[src/hw/rtl/pcxrle_pkg.sv]
// ----------------------------------------------------------------------------
// pcxrle_pkg
// Shared constants and types for the PCX 8bpp run-length pixel decoder.
// ----------------------------------------------------------------------------
package pcxrle_pkg;

	localparam int MAX_WIDTH  = 640;
	localparam int MAX_HEIGHT = 480;

	localparam int BYTE_W  = 8;
	localparam int COL_W   = 10;
	localparam int ROW_W   = 9;
	localparam int COUNT_W = 6;
	localparam int IDX_W   = 2;
	localparam int CFG_W   = 10;
	localparam int PIX_W   = BYTE_W + COL_W + ROW_W;
	localparam int TDATA_W = ((PIX_W + 7) / 8) * 8;

	localparam logic [BYTE_W-1:0] RUN_MARK   = 8'hC0;
	localparam logic [BYTE_W-1:0] COUNT_MASK = 8'h3F;

	localparam logic [COL_W-1:0] LAST_COL_MAX   = COL_W'(MAX_WIDTH - 1);
	localparam logic [ROW_W-1:0] LAST_ROW_MAX   = ROW_W'(MAX_HEIGHT - 1);
	localparam logic [COL_W-1:0] LAST_COL_RESET = COL_W'(319);
	localparam logic [ROW_W-1:0] LAST_ROW_RESET = ROW_W'(199);

	localparam logic [IDX_W-1:0] REG_LAST_COLUMN = 2'd0;
	localparam logic [IDX_W-1:0] REG_LAST_ROW    = 2'd1;

	typedef struct packed {
		logic emit;
		logic use_input;
		logic literal;
		logic load_count;
	} ctrl_cmd_t;

	typedef struct packed {
		logic out_free;
		logic is_prefix;
		logic count_zero;
		logic run_last;
	} dp_stat_t;

endpackage

[src/hw/rtl/pcxrle_ctrl.sv]
// ----------------------------------------------------------------------------
// pcxrle_ctrl
// Byte sequencing: code byte, run value byte, run emission.
// ----------------------------------------------------------------------------
module pcxrle_ctrl (
	input  logic                  clk,
	input  logic                  arst_n,
	input  logic                  s_axis_tvalid,
	output logic                  s_axis_tready,
	input  logic                  cfg_we,
	input  logic [pcxrle_pkg::IDX_W-1:0] cfg_index,
	input  pcxrle_pkg::dp_stat_t  stat,
	output pcxrle_pkg::ctrl_cmd_t cmd
);

	localparam logic [1:0] ST_CODE  = 2'd0;
	localparam logic [1:0] ST_VALUE = 2'd1;
	localparam logic [1:0] ST_RUN   = 2'd2;

	logic [1:0] state_q;
	logic [1:0] state_nxt;
	logic       accept;
	logic       cfg_restart;

	assign s_axis_tready = ((state_q == ST_CODE) || (state_q == ST_VALUE)) && stat.out_free;
	assign accept        = s_axis_tvalid && s_axis_tready;
	assign cfg_restart   = cfg_we && ((cfg_index == pcxrle_pkg::REG_LAST_COLUMN) ||
		(cfg_index == pcxrle_pkg::REG_LAST_ROW));

	always_comb begin
		cmd       = '0;
		state_nxt = state_q;
		case (state_q)
			ST_CODE: begin
				if (accept) begin
					if (stat.is_prefix) begin
						cmd.load_count = 1'b1;
						state_nxt      = ST_VALUE;
					end else begin
						cmd.emit      = 1'b1;
						cmd.use_input = 1'b1;
						cmd.literal   = 1'b1;
					end
				end
			end
			ST_VALUE: begin
				if (accept) begin
					if (stat.count_zero) begin
						state_nxt = ST_CODE;
					end else begin
						cmd.emit      = 1'b1;
						cmd.use_input = 1'b1;
						state_nxt     = stat.run_last ? ST_CODE : ST_RUN;
					end
				end
			end
			ST_RUN: begin
				if (stat.out_free) begin
					cmd.emit = 1'b1;
					if (stat.run_last) begin
						state_nxt = ST_CODE;
					end
				end
			end
			default: begin
				state_nxt = ST_CODE;
			end
		endcase
		if (cfg_restart) begin
			state_nxt = ST_CODE;
		end
	end

	always_ff @(posedge clk or negedge arst_n) begin
		if (!arst_n) begin
			state_q <= ST_CODE;
		end else begin
			state_q <= state_nxt;
		end
	end

endmodule

[src/hw/rtl/pcxrle_dp.sv]
// ----------------------------------------------------------------------------
// pcxrle_dp
// Geometry registers, position counters, run counter and output register.
// ----------------------------------------------------------------------------
module pcxrle_dp (
	input  logic                                   clk,
	input  logic                                   arst_n,
	input  logic [pcxrle_pkg::BYTE_W-1:0]          in_byte,
	input  logic                                   cfg_we,
	input  logic [pcxrle_pkg::IDX_W-1:0]           cfg_index,
	input  logic [pcxrle_pkg::CFG_W-1:0]           cfg_data,
	input  pcxrle_pkg::ctrl_cmd_t                  cmd,
	output pcxrle_pkg::dp_stat_t                   stat,
	output logic                                   out_valid,
	input  logic                                   out_ready,
	output logic [pcxrle_pkg::BYTE_W-1:0]          pixel_value,
	output logic [pcxrle_pkg::COL_W-1:0]           pixel_column,
	output logic [pcxrle_pkg::ROW_W-1:0]           pixel_row,
	output logic                                   run_last,
	output logic                                   image_done
);

	logic [pcxrle_pkg::COL_W-1:0]   last_col_q;
	logic [pcxrle_pkg::ROW_W-1:0]   last_row_q;
	logic [pcxrle_pkg::COL_W-1:0]   col_q;
	logic [pcxrle_pkg::ROW_W-1:0]   row_q;
	logic [pcxrle_pkg::COUNT_W-1:0] count_q;
	logic [pcxrle_pkg::BYTE_W-1:0]  value_q;
	logic                           valid_q;
	logic [pcxrle_pkg::BYTE_W-1:0]  value_q_out;
	logic [pcxrle_pkg::COL_W-1:0]   col_out_q;
	logic [pcxrle_pkg::ROW_W-1:0]   row_out_q;
	logic                           last_out_q;
	logic                           done_out_q;

	logic [pcxrle_pkg::BYTE_W-1:0]  sel_value;
	logic [pcxrle_pkg::BYTE_W-1:0]  count_byte;
	logic [pcxrle_pkg::COL_W-1:0]   cfg_col;
	logic [pcxrle_pkg::ROW_W-1:0]   cfg_row;
	logic                           row_end;
	logic                           img_end;
	logic                           run_end;
	logic                           last_now;

	assign sel_value  = cmd.use_input ? in_byte : value_q;
	assign count_byte = in_byte & pcxrle_pkg::COUNT_MASK;
	assign row_end    = col_q >= last_col_q;
	assign img_end    = row_end && (row_q >= last_row_q);
	assign run_end    = (count_q == pcxrle_pkg::COUNT_W'(1)) || row_end;
	assign last_now   = cmd.literal || run_end;

	assign cfg_col = (cfg_data > pcxrle_pkg::LAST_COL_MAX) ? pcxrle_pkg::LAST_COL_MAX : cfg_data;
	assign cfg_row = (cfg_data[pcxrle_pkg::ROW_W-1:0] > pcxrle_pkg::LAST_ROW_MAX) ?
		pcxrle_pkg::LAST_ROW_MAX : cfg_data[pcxrle_pkg::ROW_W-1:0];

	assign stat.out_free   = !valid_q || out_ready;
	assign stat.is_prefix  = (in_byte & pcxrle_pkg::RUN_MARK) == pcxrle_pkg::RUN_MARK;
	assign stat.count_zero = count_q == '0;
	assign stat.run_last   = run_end;

	// geometry and position
	always_ff @(posedge clk or negedge arst_n) begin
		if (!arst_n) begin
			last_col_q <= pcxrle_pkg::LAST_COL_RESET;
			last_row_q <= pcxrle_pkg::LAST_ROW_RESET;
			col_q      <= '0;
			row_q      <= '0;
			count_q    <= '0;
		end else if (cfg_we) begin
			if (cfg_index == pcxrle_pkg::REG_LAST_COLUMN) begin
				last_col_q <= cfg_col;
				col_q      <= '0;
				row_q      <= '0;
				count_q    <= '0;
			end else if (cfg_index == pcxrle_pkg::REG_LAST_ROW) begin
				last_row_q <= cfg_row;
				col_q      <= '0;
				row_q      <= '0;
				count_q    <= '0;
			end
		end else begin
			if (cmd.load_count) begin
				count_q <= count_byte[pcxrle_pkg::COUNT_W-1:0];
			end else if (cmd.emit && !cmd.literal) begin
				count_q <= count_q - pcxrle_pkg::COUNT_W'(1);
			end
			if (cmd.emit) begin
				if (row_end) begin
					col_q <= '0;
					row_q <= img_end ? '0 : row_q + pcxrle_pkg::ROW_W'(1);
				end else begin
					col_q <= col_q + pcxrle_pkg::COL_W'(1);
				end
			end
		end
	end

	always_ff @(posedge clk) begin
		if (cmd.emit) begin
			value_q     <= sel_value;
			value_q_out <= sel_value;
			col_out_q   <= col_q;
			row_out_q   <= row_q;
			last_out_q  <= last_now;
			done_out_q  <= img_end;
		end
	end

	always_ff @(posedge clk or negedge arst_n) begin
		if (!arst_n) begin
			valid_q <= 1'b0;
		end else if (cmd.emit) begin
			valid_q <= 1'b1;
		end else if (out_ready) begin
			valid_q <= 1'b0;
		end
	end

	assign out_valid    = valid_q;
	assign pixel_value  = value_q_out;
	assign pixel_column = col_out_q;
	assign pixel_row    = row_out_q;
	assign run_last     = last_out_q;
	assign image_done   = done_out_q;

endmodule

[src/hw/rtl/pcx_rle_pixel_decoder_unit.sv]
// ----------------------------------------------------------------------------
// pcx_rle_pixel_decoder_unit
// PCX 8bpp run-length decoder: compressed bytes in, positioned pixels out.
// ----------------------------------------------------------------------------
// channel   dir  beat                  tdata / tuser
// s_axis    in   one compressed byte   [7:0] code_byte
// m_axis    out  one decoded pixel     [7:0] value [17:8] column [26:18] row;
//                                      tlast run_last, tuser image_done
// cfg       in   one register write    index 0 last_column, 1 last_row
//
// Literal byte: one pixel, one byte per cycle. Run: prefix byte, then value
// byte, then one pixel per cycle from the run counter; input
// is held until the run ends or hits the row end. A write to last_column
// or last_row restarts the image at (0,0). Output stalls hold the whole pipe.
// ----------------------------------------------------------------------------
module pcx_rle_pixel_decoder_unit (
	input  logic                                clk,
	input  logic                                arst_n,
	input  logic                                s_axis_tvalid,
	output logic                                s_axis_tready,
	input  logic [pcxrle_pkg::BYTE_W-1:0]       s_axis_tdata,  // [7:0] code_byte
	output logic                                m_axis_tvalid,
	input  logic                                m_axis_tready,
	output logic [pcxrle_pkg::TDATA_W-1:0]      m_axis_tdata,  // value, column, row, pad
	output logic                                m_axis_tlast,
	output logic                                m_axis_tuser,  // image_done
	input  logic                                cfg_we,
	input  logic [pcxrle_pkg::IDX_W-1:0]        cfg_index,
	input  logic [pcxrle_pkg::CFG_W-1:0]        cfg_data
);

	pcxrle_pkg::ctrl_cmd_t            cmd;
	pcxrle_pkg::dp_stat_t             stat;
	logic [pcxrle_pkg::BYTE_W-1:0]    pixel_value;
	logic [pcxrle_pkg::COL_W-1:0]     pixel_column;
	logic [pcxrle_pkg::ROW_W-1:0]     pixel_row;

	pcxrle_ctrl u_ctrl (
		.clk           (clk),
		.arst_n        (arst_n),
		.s_axis_tvalid (s_axis_tvalid),
		.s_axis_tready (s_axis_tready),
		.cfg_we        (cfg_we),
		.cfg_index     (cfg_index),
		.stat          (stat),
		.cmd           (cmd)
	);

	pcxrle_dp u_dp (
		.clk          (clk),
		.arst_n       (arst_n),
		.in_byte      (s_axis_tdata),
		.cfg_we       (cfg_we),
		.cfg_index    (cfg_index),
		.cfg_data     (cfg_data),
		.cmd          (cmd),
		.stat         (stat),
		.out_valid    (m_axis_tvalid),
		.out_ready    (m_axis_tready),
		.pixel_value  (pixel_value),
		.pixel_column (pixel_column),
		.pixel_row    (pixel_row),
		.run_last     (m_axis_tlast),
		.image_done   (m_axis_tuser)
	);

	assign m_axis_tdata = {
		{(pcxrle_pkg::TDATA_W - pcxrle_pkg::PIX_W){1'b0}},
		pixel_row, pixel_column, pixel_value
	};

endmodule

[config.mk]
export PLATFORM = sky130hd
export DESIGN_NAME = pcx_rle_pixel_decoder_unit
export DESIGN_NICKNAME = d
export VERILOG_FILES = /design/src/hw/rtl/pcxrle_pkg.sv /design/src/hw/rtl/pcxrle_ctrl.sv /design/src/hw/rtl/pcxrle_dp.sv /design/src/hw/rtl/pcx_rle_pixel_decoder_unit.sv
export SDC_FILE = /design/constraint.sdc
export NUM_CORES = 1
export LEC_CHECK = 0
export ABC_AREA = 0
export BUFFER_PORTS_ARGS = -buffer_cell sky130_fd_sc_hd__buf_2
export CAP_MARGIN = 20
export CELL_PAD_IN_SITES_DETAIL_PLACEMENT = 1
export CELL_PAD_IN_SITES_GLOBAL_PLACEMENT = 1
export CORE_MARGIN = 2
export CORE_UTILIZATION = 48
export CTS_CLUSTER_SIZE = 24
export DETAILED_ROUTE_END_ITERATION = 8
export PLACE_DENSITY_LB_ADDON = 0.15
export SLEW_MARGIN = 30
export SYNTH_ARGS = -nofsm -noshare
export SYNTH_HDL_FRONTEND = slang
export SYNTH_HIERARCHICAL = 1
export SYNTH_SLANG_ARGS = --single-unit
export TNS_END_PERCENT = 30
[constraint.sdc]
create_clock -name clk -period 5.43 [get_ports clk]
set_input_delay 0 -clock clk [delete_from_list [all_inputs] [get_ports clk]]
set_output_delay 0 -clock clk [all_outputs]
set_load 0.03 [all_outputs]
### Word-level counts from Yosys, hierarchy flattened

Cells that the tools add are included.

| storage, ports and cells | value |
|---|---|
| register bits | 76 |
| input bits | 25 |
| logic and storage cells | 95 |

| operators by class | value |
|---|---|
| muxes and demuxes | 38 |
| bitwise operators | 1 |
| $add $sub $neg | 3 |
| reductions and logical operators | 26 |
| order comparisons | 4 |
| equality and inequality tests | 11 |

Operators with widths:

| cell | number |
|---|---|
| $mux W9 | 7 |
| $mux W10 | 6 |
| $mux W6 | 5 |
| $mux W2 | 11 |
| $ne A3 B1 Y1 const B | 5 |
| $add A10 B1 Y10 const B | 1 |
| $ge A10 B10 Y1 | 1 |
| $gt A10 B10 Y1 const B | 1 |
| $add A9 B1 Y9 const B | 1 |
| $ge A9 B9 Y1 | 1 |
| $gt A9 B9 Y1 const B | 1 |
| $reduce_and A2 Y1 | 4 |
| $eq A6 B1 Y1 const B | 1 |
| $logic_not A6 Y1 | 1 |
| $pmux W2 S3 | 1 |
| $reduce_and A3 Y1 | 2 |
| $reduce_bool A2 Y1 | 3 |
| $sub A6 B1 Y6 const B | 1 |
| $logic_and A1 B1 Y1 | 5 |
| $logic_or A1 B1 Y1 | 5 |
| $reduce_and A5 Y1 | 1 |
| $eq A2 B1 Y1 const B | 2 |
| $eq A2 B2 Y1 const B | 2 |
| $logic_not A2 Y1 | 2 |
| 9 further kinds | 13 |

### Longest topological paths before layout

| logic depth | value |
|---|---|
| word-level depth | 11 |
| gate-level depth with buffers | 12 |
| gate-level depth less buffers | 12 |

### Cells and area by module

Netlist, hierarchy kept.

By module, submodules not included:

| module | cells each | area each (sq um) | times used | sequential area each (sq um) |
|---|---|---|---|---|
| pcxrle_dp | 319 | 3543.4 | 1 | 2011.9 |
| pcxrle_ctrl | 21 | 183.9 | 1 | 50.0 |
| pcx_rle_pixel_decoder_unit | 6 | 41.3 | 1 | 0.0 |

### Worst setup path before layout

OpenSTA, ideal clock, no wires.

| timing | value |
|---|---|
| kind | flip-flop to flip-flop |
| start | register u_dp/count_q[0] in the netlist's numbering |
| end | register u_dp/count_q[2] in the netlist's numbering |
| cell stages (with the launch flop) | 12 |
| path buffers | 0 |
| arrival time | 2.436 ns |
| slack | 2.859 ns |
| data required time | 5.294 ns |
| cells stage by stage | dfrtp_1 -> inv_1 -> ha_1 -> nand2_1 -> nor3_1 -> nor3_1 -> o21a_1 -> nor2b_1 -> o21bai_2 -> and2_0 -> o21ai_0 -> o21ai_0 |

RTL lines:

| element | line | text |
|---|---|---|
| start: declaration | pcxrle_dp.sv:27 | `logic [pcxrle_pkg::COUNT_W-1:0] count_q;` |
| start signal: assignment | pcxrle_dp.sv:83 | `count_q <= count_byte[pcxrle_pkg::COUNT_W-1:0];` |
| start signal: assignment | pcxrle_dp.sv:85 | `count_q <= count_q - pcxrle_pkg::COUNT_W'(1);` |

==> metrics <==
Internal Pwr Total=0.00127 W; met2 Usage GRT=38.2%; yosys warns=6; Hold WC Path Type=in2reg; clock slew at reported path FFs=80 ps; grt total ovfl=0; path type of the worst setup path=reg2reg; CP Max Fanout=15; Iter 0 DRT Violations=70; vias in the first global route=3,041; initial antenna violation count=0; Tmin final=2900 ps; Post-synth ARST share=61.8%; DRT Wirelength=8.99 mm; vias per cell=5.40; Final Hold Fails=0; switching part of the total power=32.2%; Core Footprint=7650 um^2; Syn-to-layout area delta=21.8%; I/O pins=61; Port Buf Inserts=55; Comb pwr share=27.3%; Sequential Power Share=42.2%; # DRC=0; TNS Setup=0 ps; Root Driver=clkbuf_8; global-route layer with the greatest usage=met2; final setup vio count=0; fin nets=473; Initial Util=49.3%; Cell Area, Synth=3770 um^2; Lkg Pwr=2.05 nW; Placed Area=4110 um^2; Worst-Skew Late Latency=350 ps; syn avg cell area=10.9 um^2; chip width=92.6 um; Clock power frac=30.5%; final worst path period share=53.5%; DP Wirelength=6.29 mm; routing usage on met1=29.7%; Slew Limit Headroom=41.5%; Worst VDD drop=0.000207 V; clk sinks=76; global-route wire length before repair=15.2 mm; H-tree levels=3; clk_skew=12.3 ps; # Post-CTS Setup Buffers=0; MaxCap Viol Count=0; most frequent cells in the layout=buf_2, inv_1, dfrtp_1; Worst Path Arrival=3180 ps; total power per unit cell area=408 nW/um^2; cell row count=32; nature of the critical path endpoint=flip-flop; Via Count=2,875; die height=92.6 um; clk buf depth=2; Worst path slowest cell=o21a_1; met3 usage=5.04%; critical path launch point type=flip-flop; worst-path cell chain=inv_1, ha_1, nand2_1, nor3_1, nor3_1, o21a_1, buf_4, nor2b_1, nor2_1, nor4_1, a32oi_1, o21ai_1; Critical path buffers and inverters=2; Top Family by Delay on Critical Path=simple AND/OR/NAND/NOR gates; mean routed wirelength per cell=16.9 um; Mapped Cells=346; critical path data required time=5710 ps; Post-synth EDFFs=29; Final GP Congestion=0.862; cell mode on critical path=nor3_1; outcome=finished, final reports clean; Post-synth top flop=dfrtp_1; register area share after synthesis=54.7%; Sw Pwr=0.000603 W; post-layout util=60.0%; ratio of cells with drive above 1 in the final layout=21.9%; design area=4590 um^2; RSZ-0062 raised after global routing=no; Achievable Freq=344 MHz; cell taking the most area after synthesis=dfrtp_1; CTS tree=done; FF+latch count, synth=76; first-pass detailed-route iteration total=4; Slew Limit Fails=0; cts bufs inserted=9; Yosys cell types=54; Routed Antenna Nets=0; Synth top area share=23.2%; ranking of synthesized cells by area=dfrtp_1, edfxtp_1, dfstp_2; Ant. Diodes=0; crit-path max cell delay=450 ps; commonest non-fill, non-tap cell in the layout=buf_2; Worst Tran Pin Value=874 ps; pin count of the biggest net entering global routing=48; Die ar.=8580 um^2; total track usage=22.9%
==> cell families after synthesis <==
group | Yosys count | share of synthesized area, %
multiplexers | 2 | 0.531
buffers and inverters | 49 | 5.78
AO/OA/AOI/OAI | 75 | 13.2
XOR/XNOR | 10 | 2.32
adder cells (fa/ha/maj) | 23 | 7.64
other | 1 | 0.0995
flip-flops | 76 | 54.7
AND/OR/NAND/NOR | 110 | 15.7
==> cell type report <==
cell class	count	area, um^2
Clock buffer	12	145
Clock inverter	4	120
Fill cell	834	3060
Inverter	36	135
Multi-Input combinational cell	225	1500
Sequential cell	76	2060
Tap cell	102	128
Timing Repair Buffer	77	495
==> power by group through the flow <==
stage	Combinational, W	Sequential [W]	Clock, W
floorplan	0.000280	0.000866	0
global placement	0.000475	0.000793	0
detailed placement	0.000494	0.000800	0
CTS	0.000509	0.000789	0.000578
global route	0.000571	0.000803	0.000598
finish	0.000511	0.000790	0.000571
==> cells in the mapped netlist (3+ instances only) <==
cell	n
a21oi_1	19
and2_1	3
buf_2	3
buf_4	6
clkbuf_1	3
dfrtp_1	35
dfstp_2	12
edfxtp_1	29
ha_1	23
inv_1	36
nand2_1	22
nand2b_1	9
nand3_1	6
nand4_1	7
nor2_1	26
nor2b_1	6
nor3_1	10
o21ai_0	18
o221ai_1	3
o22a_1	8
o22ai_1	5
or3_1	3
xnor2_1	7
xor2_1	3
==> sequential cells by signal, indices dropped and copies added, names as in the netlist <==
name and flops:
u_dp/pixel_column 10, u_dp/row_q 9, u_dp/pixel_row 9, u_ctrl/state_q 2, u_dp/last_row_q 9, u_dp/pixel_value 8, u_dp/run_last 1, u_dp/out_valid 1
u_dp/col_q 10, u_dp/last_col_q 10, u_dp/count_q 6, u_dp/image_done 1
==> path summary, 6_finish.rpt <==
check                                                    start                        endpoint  slack (ps)  depth (start not counted)
worst max-delay path               u_dp/count_q[0]$_DFFE_PN0P_       u_dp/row_q[6]$_DFFE_PN0P_        2530                         12
worst min-delay path                              cfg_index[1]   u_ctrl/state_q[1]$_DFFE_PN0P_          20                          3
worst max register to register     u_dp/count_q[0]$_DFFE_PN0P_       u_dp/row_q[6]$_DFFE_PN0P_        2530                         12
worst min register to register  u_dp/last_row_q[2]$_DFFE_PN1P_  u_dp/last_row_q[2]$_DFFE_PN1P_         510                          2
max in group asynchronous                               arst_n       u_dp/row_q[4]$_DFFE_PN0P_        4800                          2
min in group asynchronous                               arst_n  u_dp/last_col_q[6]$_DFFE_PN0P_         210                          2
==> worst register-to-register path, cell delays in order (launching register included) <==
cell and delay, ps:
dfrtp_1 420, inv_1 80, ha_1 230, nand2_1 110
nor3_1 80, nor3_1 180, o21a_1 450, buf_4 330
nor2b_1 270, nor2_1 150, nor4_1 290, a32oi_1 150
o21ai_1 100
==> metrics by stage <==
stage                     setup WS (ps)  instances  hold slack [ps]  total power (W)
after floorplan                    2860        350             -296          0.00115
after global placement             2710        495              192          0.00127
after detailed placement           2550        495             65.2          0.00129
after CTS                          2530        532             4.74          0.00188
after global routing               2250        532             37.2          0.00197
final                              2530        532             22.1          0.00187
==> layer usage <==
layer  up-vias  share of wire, %
met3        15               4.0
met2        64                49
met1      1431                45
li1       1365                 -
met5         -                 0
met4         0               1.9
==> what timing repair did <==
action	in CTS	in global routing
endpoints found under the hold margin	68	0
hold buffers	21	0
resized for setup	0	0
endpoints found under the setup margin	0	0
No activity file was read; power rests on OpenSTA's default activity.
